File: config.mk
export PLATFORM = sky130hd
export DESIGN_NAME = free_block_table_coalescing_unit
export DESIGN_NICKNAME = d
export VERILOG_FILES = /design/src/design/fbtcu_pkg.sv /design/src/design/fbtcu_ram.sv /design/src/design/fbtcu_ctrl.sv /design/src/design/fbtcu_dpath.sv /design/src/design/free_block_table_coalescing_unit.sv
export VERILOG_INCLUDE_DIRS = /design/src /design/src/design
export SDC_FILE = /design/constraint.sdc
export NUM_CORES = 1
export LEC_CHECK = 0
export ABC_CLOCK_PERIOD_IN_PS = 6000
export BUFFER_PORTS_ARGS = -buffer_cell sky130_fd_sc_hd__buf_2
export CAP_MARGIN = 20
export CELL_PAD_IN_SITES_DETAIL_PLACEMENT = 1
export CELL_PAD_IN_SITES_GLOBAL_PLACEMENT = 2
export CORE_UTILIZATION = 42
export CTS_CLUSTER_DIAMETER = 60
export CTS_CLUSTER_SIZE = 28
export DETAILED_ROUTE_END_ITERATION = 16
export PLACE_DENSITY_LB_ADDON = 0.1
export SYNTH_ARGS = -nofsm -noshare
export SYNTH_HDL_FRONTEND = slang
export SYNTH_HIERARCHICAL = 1
export SYNTH_SLANG_ARGS = --single-unit
File: constraint.sdc
create_clock -name clk -period 6 [get_ports clk]
set_input_delay 0.9 -clock clk [delete_from_list [all_inputs] [get_ports clk]]
set_output_delay 0.9 -clock clk [all_outputs]
set_load 0.005 [all_outputs]
File: src/design/free_block_table_coalescing_unit_assert.svh
// Assertion macros shared by the free block table coalescing unit.
`ifndef FREE_BLOCK_TABLE_COALESCING_UNIT_ASSERT_SVH
`define FREE_BLOCK_TABLE_COALESCING_UNIT_ASSERT_SVH
`ifndef ASSERT_OFF
// Condition that must hold in the same cycle as the trigger.
`define FBTCU_ASSERT_IMP(lbl, clk, rst_n, pre, post) \
  lbl: assert property (@(posedge clk) disable iff (!rst_n) (pre) |-> (post)) \
    else $error("free block table: same-cycle check failed");
// Condition that must hold in the cycle after the trigger.
`define FBTCU_ASSERT_NXT(lbl, clk, rst_n, pre, post) \
  lbl: assert property (@(posedge clk) disable iff (!rst_n) (pre) |=> (post)) \
    else $error("free block table: next-cycle check failed");
`else
`define FBTCU_ASSERT_IMP(lbl, clk, rst_n, pre, post)
`define FBTCU_ASSERT_NXT(lbl, clk, rst_n, pre, post)
`endif
`endif

File: src/design/fbtcu_pkg.sv
// Shared types, field widths and codes of the free block table coalescing unit.
`timescale 1ns / 1ps
`default_nettype none

package fbtcu_pkg;

  localparam int CMD_W      = 2;
  localparam int START_W    = 16;
  localparam int SIZE_W     = 17;
  localparam int COUNT_W    = 5;
  localparam int IN_DATA_W  = 40;
  localparam int OUT_DATA_W = 40;

  localparam int OUT_COUNT_LSB  = START_W + SIZE_W;
  localparam int OUT_STATUS_BIT = OUT_COUNT_LSB + COUNT_W;
  localparam int OUT_PAD        = OUT_DATA_W - (OUT_STATUS_BIT + 1);

  typedef enum logic [CMD_W-1:0] {
    CMD_LOAD    = 2'd0,
    CMD_RELEASE = 2'd1,
    CMD_READOUT = 2'd2,
    CMD_NOP     = 2'd3
  } cmd_t;

  typedef enum logic [2:0] {
    OP_IDLE,
    OP_ACCEPT,
    OP_SRCH,
    OP_DECIDE,
    OP_SHUP,
    OP_SHDN,
    OP_REPLY,
    OP_RO
  } dp_op_t;

  typedef enum logic [2:0] {
    ACT_INSERT,
    ACT_FULL,
    ACT_PRED,
    ACT_SUCC,
    ACT_BOTH
  } act_t;

  typedef struct packed {
    dp_op_t op;
  } dp_ctl_t;

  typedef struct packed {
    logic srch_done;
    act_t act;
    logic up_done;
    logic down_done;
    logic out_free;
    logic ro_last;
  } dp_sts_t;

  function automatic logic [OUT_DATA_W-1:0] pack_result(
    input logic [START_W-1:0] start,
    input logic [SIZE_W-1:0]  size,
    input logic [COUNT_W-1:0] count,
    input logic               status
  );
    return {{OUT_PAD{1'b0}}, status, count, size, start};
  endfunction

endpackage

`default_nettype wire

File: src/design/fbtcu_ram.sv
// Generic single-write, single-read RAM with a registered read port.
`timescale 1ns / 1ps
`default_nettype none

module fbtcu_ram #(
  parameter int WIDTH = 8,
  parameter int DEPTH = 16
) (
  input  wire logic                     clk,
  input  wire logic                     we,
  input  wire logic [$clog2(DEPTH)-1:0] waddr,
  input  wire logic [WIDTH-1:0]         wdata,
  input  wire logic [$clog2(DEPTH)-1:0] raddr,
  output logic      [WIDTH-1:0]         rdata
);

  logic [WIDTH-1:0] mem_r [DEPTH];
  logic [WIDTH-1:0] rdata_r;

  always_ff @(posedge clk) begin
    if (we) begin
      mem_r[waddr] <= wdata;
    end
    rdata_r <= mem_r[raddr];
  end

  assign rdata = rdata_r;

endmodule

`default_nettype wire

File: src/design/fbtcu_ctrl.sv
// Sequencing state machine of the free block table coalescing unit.
`timescale 1ns / 1ps
`default_nettype none

module fbtcu_ctrl import fbtcu_pkg::*; (
  input  wire logic    clk,
  input  wire logic    rst_n,
  input  wire logic    in_tvalid,
  output logic         in_tready,
  input  wire cmd_t    in_cmd,
  output dp_ctl_t      ctl,
  input  wire dp_sts_t sts
);

  typedef enum logic [2:0] {
    ST_IDLE,
    ST_SRCH,
    ST_DECIDE,
    ST_SHUP,
    ST_SHDN,
    ST_REPLY,
    ST_RO
  } state_t;

  state_t state_r, state_nxt;

  always_comb begin
    state_nxt = state_r;
    ctl.op    = OP_IDLE;
    in_tready = (state_r == ST_IDLE);
    case (state_r)
      ST_IDLE: begin
        if (in_tvalid) begin
          ctl.op = OP_ACCEPT;
          case (in_cmd)
            CMD_LOAD, CMD_RELEASE: state_nxt = ST_SRCH;
            CMD_READOUT:           state_nxt = ST_RO;
            default:               state_nxt = ST_REPLY;
          endcase
        end
      end
      ST_SRCH: begin
        ctl.op = OP_SRCH;
        if (sts.srch_done) begin
          state_nxt = ST_DECIDE;
        end
      end
      ST_DECIDE: begin
        ctl.op = OP_DECIDE;
        case (sts.act)
          ACT_BOTH:   state_nxt = ST_SHDN;
          ACT_INSERT: state_nxt = ST_SHUP;
          default:    state_nxt = ST_REPLY;
        endcase
      end
      ST_SHUP: begin
        ctl.op = OP_SHUP;
        if (sts.up_done) begin
          state_nxt = ST_REPLY;
        end
      end
      ST_SHDN: begin
        ctl.op = OP_SHDN;
        if (sts.down_done) begin
          state_nxt = ST_REPLY;
        end
      end
      ST_REPLY: begin
        ctl.op = OP_REPLY;
        if (sts.out_free) begin
          state_nxt = ST_IDLE;
        end
      end
      ST_RO: begin
        ctl.op = OP_RO;
        if (sts.out_free && sts.ro_last) begin
          state_nxt = ST_IDLE;
        end
      end
      default: begin
        state_nxt = ST_IDLE;
      end
    endcase
  end

  always_ff @(posedge clk) begin
    if (!rst_n) begin
      state_r <= ST_IDLE;
    end else begin
      state_r <= state_nxt;
    end
  end

endmodule

`default_nettype wire

File: src/design/fbtcu_dpath.sv
// Table storage, search, shift and result register of the free block table unit.
`timescale 1ns / 1ps
`default_nettype none

module fbtcu_dpath import fbtcu_pkg::*; #(
  parameter int TABLE_ENTRIES = 16,
  parameter int ADDR_BITS     = 16
) (
  input  wire logic               clk,
  input  wire logic               rst_n,
  input  wire dp_ctl_t            ctl,
  output dp_sts_t                 sts,
  input  wire cmd_t               in_cmd,
  input  wire logic [START_W-1:0] in_start,
  input  wire logic [SIZE_W-1:0]  in_size,
  output logic                    out_tvalid,
  input  wire logic               out_tready,
  output logic [OUT_DATA_W-1:0]   out_tdata,
  output logic                    out_tuser,
  output logic                    out_tlast
);

  localparam int AW = $clog2(TABLE_ENTRIES);
  localparam int CW = $clog2(TABLE_ENTRIES + 1);
  localparam int SW = ADDR_BITS + 1;
  localparam int EW = ADDR_BITS + SW;
  localparam int XW = ADDR_BITS + 2;
  localparam logic [CW-1:0] FULL_CNT = CW'(TABLE_ENTRIES);
  localparam logic [SW-1:0] SIZE_LIM = {1'b1, {ADDR_BITS{1'b0}}};

  function automatic logic [SW-1:0] sat_add(input logic [SW-1:0] a, input logic [SW-1:0] b);
    logic [SW:0] s;
    s = {1'b0, a} + {1'b0, b};
    return (s > {1'b0, SIZE_LIM}) ? SIZE_LIM : s[SW-1:0];
  endfunction

  // Table RAM, one word per entry: size above start.
  logic [EW-1:0] rd_word, wr_word;
  logic [AW-1:0] rd_addr, wr_addr;
  logic          wr_en;

  fbtcu_ram #(.WIDTH(EW), .DEPTH(TABLE_ENTRIES)) u_table (
    .clk   (clk),
    .we    (wr_en),
    .waddr (wr_addr),
    .wdata (wr_word),
    .raddr (rd_addr),
    .rdata (rd_word)
  );

  cmd_t                  cmd_r, cmd_nxt;
  logic [ADDR_BITS-1:0]  st_r, st_nxt;
  logic [SW-1:0]         sz_r, sz_nxt;
  logic [CW-1:0]         idx_r, idx_nxt;
  logic [CW-1:0]         slot_r, slot_nxt;
  logic [ADDR_BITS-1:0]  pred_start_r, pred_start_nxt;
  logic [SW-1:0]         pred_sum_r, pred_sum_nxt;
  logic                  pred_adj_r, pred_adj_nxt;
  logic [SW-1:0]         succ_size_r, succ_size_nxt;
  logic [SW-1:0]         succ_sum_r, succ_sum_nxt;
  logic                  succ_adj_r, succ_adj_nxt;
  logic [CW-1:0]         count_r, count_nxt;
  logic                  status_r, status_nxt;
  logic                  out_valid_r, out_valid_nxt;
  logic [OUT_DATA_W-1:0] out_data_r, out_data_nxt;
  logic                  out_user_r, out_user_nxt;
  logic                  out_last_r, out_last_nxt;

  // Input conversion: start wraps to the address space, size saturates to it.
  logic [ADDR_BITS+START_W-1:0] in_start_x;
  logic [SW+SIZE_W-1:0]         in_size_x;
  logic [ADDR_BITS-1:0]         in_st;
  logic [SW-1:0]                in_sz;

  assign in_start_x = {{ADDR_BITS{1'b0}}, in_start};
  assign in_st      = in_start_x[ADDR_BITS-1:0];
  assign in_size_x  = {{SW{1'b0}}, in_size};
  assign in_sz      = (in_size_x > {{SIZE_W{1'b0}}, SIZE_LIM}) ? SIZE_LIM : in_size_x[SW-1:0];

  logic [ADDR_BITS-1:0] rd_start;
  logic [SW-1:0]        rd_size;
  assign rd_start = rd_word[ADDR_BITS-1:0];
  assign rd_size  = rd_word[EW-1:ADDR_BITS];

  logic [CW:0] idx_x, idx_p1, idx_p2, idx_m2, slot_p1, slot_m1, cnt_x, cnt_m1;
  assign idx_x   = {1'b0, idx_r};
  assign idx_p1  = idx_x + (CW+1)'(1);
  assign idx_p2  = idx_x + (CW+1)'(2);
  assign idx_m2  = idx_x - (CW+1)'(2);
  assign slot_p1 = {1'b0, slot_r} + (CW+1)'(1);
  assign slot_m1 = {1'b0, slot_r} - (CW+1)'(1);
  assign cnt_x   = {1'b0, count_r};
  assign cnt_m1  = cnt_x - (CW+1)'(1);

  logic          at_end, below, pred_adj_w, succ_adj_w, ro_last, out_free;
  logic [XW-1:0] pred_end, blk_end;
  act_t          act;

  assign at_end     = (idx_r == count_r);
  assign below      = (rd_start < st_r);
  assign pred_end   = XW'(rd_start) + XW'(rd_size);
  assign blk_end    = XW'(st_r) + XW'(sz_r);
  assign pred_adj_w = (pred_end == XW'(st_r));
  assign succ_adj_w = (blk_end == XW'(rd_start));
  assign ro_last    = (count_r == '0) || (idx_p1 == cnt_x);
  assign out_free   = !out_valid_r || out_tready;

  always_comb begin
    if (cmd_r == CMD_RELEASE && pred_adj_r && succ_adj_r) begin
      act = ACT_BOTH;
    end else if (cmd_r == CMD_RELEASE && pred_adj_r) begin
      act = ACT_PRED;
    end else if (cmd_r == CMD_RELEASE && succ_adj_r) begin
      act = ACT_SUCC;
    end else if (count_r == FULL_CNT) begin
      act = ACT_FULL;
    end else begin
      act = ACT_INSERT;
    end
  end

  // Result fields in the output widths.
  logic [START_W+ADDR_BITS-1:0] ent_start_x;
  logic [SIZE_W+SW-1:0]         ent_size_x;
  logic [COUNT_W+CW-1:0]        cnt_out_x;
  assign ent_start_x = {{START_W{1'b0}}, rd_start};
  assign ent_size_x  = {{SIZE_W{1'b0}}, rd_size};
  assign cnt_out_x   = {{COUNT_W{1'b0}}, count_r};

  always_comb begin
    cmd_nxt        = cmd_r;
    st_nxt         = st_r;
    sz_nxt         = sz_r;
    idx_nxt        = idx_r;
    slot_nxt       = slot_r;
    pred_start_nxt = pred_start_r;
    pred_sum_nxt   = pred_sum_r;
    pred_adj_nxt   = pred_adj_r;
    succ_size_nxt  = succ_size_r;
    succ_sum_nxt   = succ_sum_r;
    succ_adj_nxt   = succ_adj_r;
    count_nxt      = count_r;
    status_nxt     = status_r;
    out_valid_nxt  = out_valid_r && !out_tready;
    out_data_nxt   = out_data_r;
    out_user_nxt   = out_user_r;
    out_last_nxt   = out_last_r;
    rd_addr        = '0;
    wr_en          = 1'b0;
    wr_addr        = slot_r[AW-1:0];
    wr_word        = rd_word;
    case (ctl.op)
      OP_ACCEPT: begin
        cmd_nxt      = in_cmd;
        st_nxt       = in_st;
        sz_nxt       = in_sz;
        idx_nxt      = '0;
        pred_adj_nxt = 1'b0;
        succ_adj_nxt = 1'b0;
        status_nxt   = 1'b0;
      end
      OP_SRCH: begin
        // The RAM output holds entry idx_r; fetch the following one.
        rd_addr = idx_p1[AW-1:0];
        if (at_end) begin
          slot_nxt = idx_r;
        end else if (below) begin
          pred_start_nxt = rd_start;
          pred_sum_nxt   = sat_add(rd_size, sz_r);
          pred_adj_nxt   = pred_adj_w;
          idx_nxt        = idx_p1[CW-1:0];
        end else begin
          slot_nxt      = idx_r;
          succ_size_nxt = rd_size;
          succ_sum_nxt  = sat_add(rd_size, sz_r);
          succ_adj_nxt  = succ_adj_w;
        end
      end
      OP_DECIDE: begin
        case (act)
          ACT_BOTH: begin
            wr_en   = 1'b1;
            wr_addr = slot_m1[AW-1:0];
            wr_word = {sat_add(pred_sum_r, succ_size_r), pred_start_r};
            rd_addr = slot_p1[AW-1:0];
            idx_nxt = slot_r;
          end
          ACT_PRED: begin
            wr_en   = 1'b1;
            wr_addr = slot_m1[AW-1:0];
            wr_word = {pred_sum_r, pred_start_r};
          end
          ACT_SUCC: begin
            wr_en   = 1'b1;
            wr_addr = slot_r[AW-1:0];
            wr_word = {succ_sum_r, st_r};
          end
          ACT_FULL: begin
            status_nxt = 1'b1;
          end
          default: begin
            rd_addr = cnt_m1[AW-1:0];
            idx_nxt = count_r;
          end
        endcase
      end
      OP_SHUP: begin
        wr_en = 1'b1;
        if (idx_r == slot_r) begin
          wr_addr   = slot_r[AW-1:0];
          wr_word   = {sz_r, st_r};
          count_nxt = count_r + CW'(1);
        end else begin
          wr_addr = idx_r[AW-1:0];
          wr_word = rd_word;
          rd_addr = idx_m2[AW-1:0];
          idx_nxt = idx_r - CW'(1);
        end
      end
      OP_SHDN: begin
        if (idx_p1 == cnt_x) begin
          count_nxt = count_r - CW'(1);
        end else begin
          wr_en   = 1'b1;
          wr_addr = idx_r[AW-1:0];
          wr_word = rd_word;
          rd_addr = idx_p2[AW-1:0];
          idx_nxt = idx_p1[CW-1:0];
        end
      end
      OP_REPLY: begin
        if (out_free) begin
          out_valid_nxt = 1'b1;
          out_data_nxt  = pack_result('0, '0, cnt_out_x[COUNT_W-1:0], status_r);
          out_user_nxt  = 1'b0;
          out_last_nxt  = 1'b1;
        end
      end
      OP_RO: begin
        rd_addr = out_free ? idx_p1[AW-1:0] : idx_r[AW-1:0];
        if (out_free) begin
          out_valid_nxt = 1'b1;
          out_last_nxt  = ro_last;
          idx_nxt       = idx_p1[CW-1:0];
          if (count_r == '0) begin
            out_data_nxt = pack_result('0, '0, cnt_out_x[COUNT_W-1:0], 1'b0);
            out_user_nxt = 1'b0;
          end else begin
            out_data_nxt = pack_result(ent_start_x[START_W-1:0], ent_size_x[SIZE_W-1:0],
                                       cnt_out_x[COUNT_W-1:0], 1'b0);
            out_user_nxt = 1'b1;
          end
        end
      end
      default: begin
        rd_addr = '0;
      end
    endcase
  end

  always_ff @(posedge clk) begin
    if (!rst_n) begin
      count_r     <= '0;
      out_valid_r <= 1'b0;
    end else begin
      count_r     <= count_nxt;
      out_valid_r <= out_valid_nxt;
    end
    cmd_r        <= cmd_nxt;
    st_r         <= st_nxt;
    sz_r         <= sz_nxt;
    idx_r        <= idx_nxt;
    slot_r       <= slot_nxt;
    pred_start_r <= pred_start_nxt;
    pred_sum_r   <= pred_sum_nxt;
    pred_adj_r   <= pred_adj_nxt;
    succ_size_r  <= succ_size_nxt;
    succ_sum_r   <= succ_sum_nxt;
    succ_adj_r   <= succ_adj_nxt;
    status_r     <= status_nxt;
    out_data_r   <= out_data_nxt;
    out_user_r   <= out_user_nxt;
    out_last_r   <= out_last_nxt;
  end

  assign sts.srch_done = at_end || !below;
  assign sts.act       = act;
  assign sts.up_done   = (idx_r == slot_r);
  assign sts.down_done = (idx_p1 == cnt_x);
  assign sts.out_free  = out_free;
  assign sts.ro_last   = ro_last;

  assign out_tvalid = out_valid_r;
  assign out_tdata  = out_data_r;
  assign out_tuser  = out_user_r;
  assign out_tlast  = out_last_r;

endmodule

`default_nettype wire

File: src/design/free_block_table_coalescing_unit.sv
// Top level of the address-ordered free block table with release coalescing.
//
// The block keeps up to TABLE_ENTRIES free blocks (start, size) sorted by start.
// Each item on the in_ channel carries a command in in_tuser: load inserts a
// block at its sorted place, release inserts it and merges it with adjacent
// neighbors, and readout streams every entry in address order.
// Load, release and the unused command give one result item with tlast set;
// status is 1 when an insert hit a full table and was dropped.
// Readout gives one item per entry (tuser set) with tlast on the final one,
// or a single empty item with tlast when the table holds nothing.
// A load or release walks the table RAM one entry per cycle, first up to the
// sorted slot and then over the entries it shifts, and a readout walks the
// entries in address order. The table RAM gives one read per cycle.
// One item is worked on at a time; in_tready is high only while idle.
// Results leave through an output register, so a stalled receiver holds the
// current item and freezes the walk of a readout until it is taken.
// Reset clears the entry count and the output valid flag; the table RAM itself
// is not cleared, since only entries below the count are ever read.
`timescale 1ns / 1ps
`default_nettype none
`include "free_block_table_coalescing_unit_assert.svh"

module free_block_table_coalescing_unit import fbtcu_pkg::*; #(
  parameter int TABLE_ENTRIES = 16,
  parameter int ADDR_BITS     = 16
) (
  input  wire logic                  clk,
  input  wire logic                  rst_n,
  input  wire logic                  in_tvalid,
  output logic                       in_tready,
  input  wire logic [IN_DATA_W-1:0]  in_tdata,   // block_start[15:0], block_size[32:16]
  input  wire logic [CMD_W-1:0]      in_tuser,   // command[1:0]
  output logic                       out_tvalid,
  input  wire logic                  out_tready,
  output logic      [OUT_DATA_W-1:0] out_tdata,  // entry_start[15:0], entry_size[32:16],
                                                 // free_count[37:33], status[38]
  output logic                       out_tuser,  // entry_valid[0]
  output logic                       out_tlast
);

  dp_ctl_t ctl;
  dp_sts_t sts;
  cmd_t    in_cmd;

  assign in_cmd = cmd_t'(in_tuser);

  // The controller sequences search, merge decision, shifting and replies.
  fbtcu_ctrl u_ctrl (
    .clk       (clk),
    .rst_n     (rst_n),
    .in_tvalid (in_tvalid),
    .in_tready (in_tready),
    .in_cmd    (in_cmd),
    .ctl       (ctl),
    .sts       (sts)
  );

  // The datapath owns the table RAM, the entry count and the output register.
  fbtcu_dpath #(
    .TABLE_ENTRIES (TABLE_ENTRIES),
    .ADDR_BITS     (ADDR_BITS)
  ) u_dpath (
    .clk        (clk),
    .rst_n      (rst_n),
    .ctl        (ctl),
    .sts        (sts),
    .in_cmd     (in_cmd),
    .in_start   (in_tdata[START_W-1:0]),
    .in_size    (in_tdata[START_W +: SIZE_W]),
    .out_tvalid (out_tvalid),
    .out_tready (out_tready),
    .out_tdata  (out_tdata),
    .out_tuser  (out_tuser),
    .out_tlast  (out_tlast)
  );

  // Only one item is in work at a time.
  `FBTCU_ASSERT_NXT(a_single_item, clk, rst_n, in_tvalid && in_tready, !in_tready)
  // A table entry read out never reports a dropped insert.
  `FBTCU_ASSERT_IMP(a_entry_status_ok, clk, rst_n, out_tvalid && out_tuser, !out_tdata[OUT_STATUS_BIT])
  // The reported count never exceeds the table depth.
  `FBTCU_ASSERT_IMP(a_count_bound, clk, rst_n, out_tvalid, out_tdata[OUT_COUNT_LSB +: COUNT_W] <= TABLE_ENTRIES)
  // A reply that finds the output free shows up as a final item next cycle.
  `FBTCU_ASSERT_NXT(a_reply_lands, clk, rst_n, ctl.op == OP_REPLY && sts.out_free, out_tvalid && out_tlast)

endmodule

`default_nettype wire

==> impl_results.md <==
- Cell class contributing the biggest share of worst-path delay: compound AO/OA/AOI/OAI gates
- Reg area: ~21000 µm²
- Worst Setup Path Type: reg2reg
- DR top layer: met4
- Power Density: around 650 nW/µm²
- Most area-hungry cell type in the Yosys netlist: edfxtp_1
- Pre-CTS WS: 0.9155 ns
- CP required: between 6 and 7 ns
- Final cell count without fillers: between 3000 and 4000
- Syn Inst Count: 2118
- Hold Path Depth: 1
- Met3 routed WL: 4074 µm
- Chip height: 280.9 µm
- Crit. End Element: flop
- H-tree depth: 2
- Die ar.: 78920 µm²
- Die W: 280.9 µm
- First-pass GRT wire length: 140300 µm
- Worst path slowest cell: o2111ai_1
- CP Cell Sequence: ha_1, nand2_1, nor2_1, o311a_1, o2111ai_1, nand2_1, o21ai_0, o21ai_0, o211ai_1, buf_4, buf_12, mux4_1, a22oi_1, nand2_1
- Worst r2r dst: u_dpath/u_table/rdata[26]
- CTS sink count: roughly 730
- CTS Buf Count: a little over 60
- RSZ-0062 raised after global routing: false
- Slowest Stage Delay on Critical Path: ~0.73 ns
- Layout cells sized above 1: 0.1925
- Port Buffers: between 80 and 90
- Initial antenna violation count: 2
- Synth Register Bits: between 700 and 800
- I/O pin count: 90
- Hold Crit Class: in2reg
- Routability Congestion: 0.8662
- Critical path depth in cells: 14
- Core ar.: about 76000 µm²
- Syn Area/Cell: roughly 15 µm²
- FF-to-FF Start: u_dpath/idx_r[1]
- Post-synth cell types: 84
- Iter 0 DRT Violations: between 1000 and 1500
- # diodes: 0
- Area of the multi-input gates: 10760 µm²
- Met2 wire length: around 46000 µm
- Total negative slack: 0 ns
- Largest net degree at the start of global routing: around 50
- CTS Buffer Depth: 3
- Initial Util: 0.4274
- Hold Vio Cnt, Final: 0
- Most common cell after layout, fill and taps aside: edfxtp_1
- Final setup fails: 0
- Register area share after synthesis: 0.6543
- Antenna-violating nets left: 0
- Clock transition at path regs: ~0.08 ns
- Post-synth top area share: 0.6286
- Crit-path max FO: 48
- Main area contributors after synthesis: edfxtp_1 63%, mux4_2 7.8%, ha_1 3.7%, dfxtp_1 2.6%, xnor2_1 1.8%
- CP arrival: between 5 and 6 ns
- Mapped Nets: about 2300
- Root Buffer: clkbuf_16
- Setup ws final: about 1.0 ns
- Vias/cell: between 5 and 6
- Vias in the first global route: 20500
- Tightest Pin Transition: roughly 1.1 ns
- Final Skew: between 0.08 and 0.09 ns
- Area grow syn2layout: 13.92%
- PostCTS Resize Cnt: 0
- Peak supply drop: 437.8 µV
- Util after Layout: 0.4869
- DR DRC count: 0
- Num rows: approximately 100
- Synthesized area: between 30000 and 40000 µm²
- M1 WL: roughly 44000 µm
- TritonCTS clock tree: yes
- Min Hold Slack: around 0.4 ns
- # fillers: between 7000 and 8000
- Cell mode on critical path: nand2_1
- DP Cell Count: 3218
- Iteration count of the initial detailed-routing pass: 5
- Final count of pins violating max slew: 0
- Worst Setup SP: u_dpath/idx_r[1]
- EDFF count, synth: roughly 680
- Synth Flop Type: edfxtp_1
- Critical Path Sink: u_dpath/u_table/rdata[26]
- DR vias: 19630
- Remaining global-route overflow: 0
- Max Clk Rate: approximately 200 MHz
- Post-layout min period: ~5.0 ns
- Clk_lat worst skew: roughly 0.7 ns
- GRT Total Usage: 0.2469
- Nets: approximately 2400
- Final worst-path cycle share: 0.8309
- Overall routed net length: approximately 96000 µm
- CTS Hold Bufs: 0
- Pleak: ~13 nW
- R2r setup slk: 1.01 ns
- Critical Path Source Type: flop
- Buffers & Inverters on Critical Path: 2
- Max-cap violation count: 0
- Post-CTS Repair Setup Buffers: 0
- Reg2Reg Depth: 14
- Slew HR: 0.2754
- FFs w/ async S/R, synth: 0
- Post-DP HPWL: 63220 µm
- Most frequent cells in the layout: 684 x edfxtp_1, 132 x nand2_1, 113 x mux4_2
- Yosys warnings: 6
- Routed WL per cell: 28.87 µm
- Status: complete, no violations
[worst register-to-register path: cells and delay by family (launching register included)]
kind / cells / cell delay, ns
buffers and inverters: 2 / 0.68
multiplexers: 1 / 0.70
AO/OA/AOI/OAI: 6 / 1.98
flip-flops: 1 / 0.57
adder cells (fa/ha/maj): 1 / 0.39
AND/OR/NAND/NOR: 4 / 0.58
[Yosys cell counts (42+ instances only)]
cell type  number
o21ai_0        65
edfxtp_1      684
clkbuf_1       64
inv_1          54
xnor2_1        68
ha_1           97
mux4_2        113
dfxtp_1        42
a22oi_1        77
a21oi_1        98
nand2_1       132
nor2_1        106
[worst min path at each step]
stage          slack, ns              start                 to
6_report            0.40        in_tdata[0]    u_dpath/st_r[0]
4_1_cts             0.36        in_tdata[0]    u_dpath/st_r[0]
2_1_floorplan       0.42   u_dpath/idx_r[4]  u_dpath/slot_r[4]
3_5_place_dp        0.51  u_ctrl/state_r[0]  u_ctrl/state_r[0]
5_1_grt             0.39        in_tdata[0]    u_dpath/st_r[0]
3_3_place_gp        0.49  u_ctrl/state_r[1]  u_ctrl/state_r[1]
[layer usage]
| metal | vias up | global-route usage |
|---|---|---|
| met4 | 0 | 0.06403 |
| met5 | - | 0 |
| met1 | 10390 | 0.3473 |
| li1 | 8661 | - |
| met2 | 467 | 0.4089 |
| met3 | 114 | 0.02635 |
[where the power goes]
group | total, mW | leakage (nW) | switching [mW] | internal (mW)
sequential | 8.27 | 6.58 | 0.914 | 7.35
clock | 4.54 | 1.14 | 2.26 | 2.28
combinational | 11.5 | 4.99 | 7.09 | 4.43
[per-stage QoR]
| step | cell area, µm² | total power [mW] |
|---|---|---|
| after floorplan | 32680 | 15.75 |
| after global placement | 34800 | 19.52 |
| after detailed placement | 34820 | 19.87 |
| after CTS | 37200 | 24.47 |
| after global routing | 37220 | 25.61 |
| final | 37220 | 24.33 |
[state kept, by name, indices dropped and copies added (netlist names), 16 cells and up]
name / count
u_dpath/pred_sum_r: 17
u_dpath/u_table/rdata: 33
u_dpath/out_tdata: 39
u_dpath/st_r: 16
u_dpath/sz_r: 17
u_dpath/u_table/mem_r: 528
u_dpath/succ_size_r: 17
u_dpath/succ_sum_r: 17
u_dpath/pred_start_r: 16
[cell families (layout without fill, tap and decap cells)]
logic type / count (synthesis) / count (layout) / share of synthesized area
adder cells (fa/ha/maj): 102 / 102 / 0.04021
other: 1 / 1 / 0.0001148
multiplexers: 139 / 139 / 0.09539
AO/OA/AOI/OAI: 452 / 452 / 0.09405
flip-flops: 726 / 726 / 0.6543
AND/OR/NAND/NOR: 442 / 442 / 0.06533
XOR/XNOR: 104 / 104 / 0.02788
buffers and inverters: 152 / 340 / 0.02271
[layout make-up]
class,instances,area share
clock buffer,67,0.04356
clock inverter,49,0.02027
multi-input combinational,1240,0.2890
tap,1030,0.03462
sequential,726,0.5744
timing repair buffer,168,0.03254
inverter,56,0.005647
No activity file was read; power rests on OpenSTA's default activity.
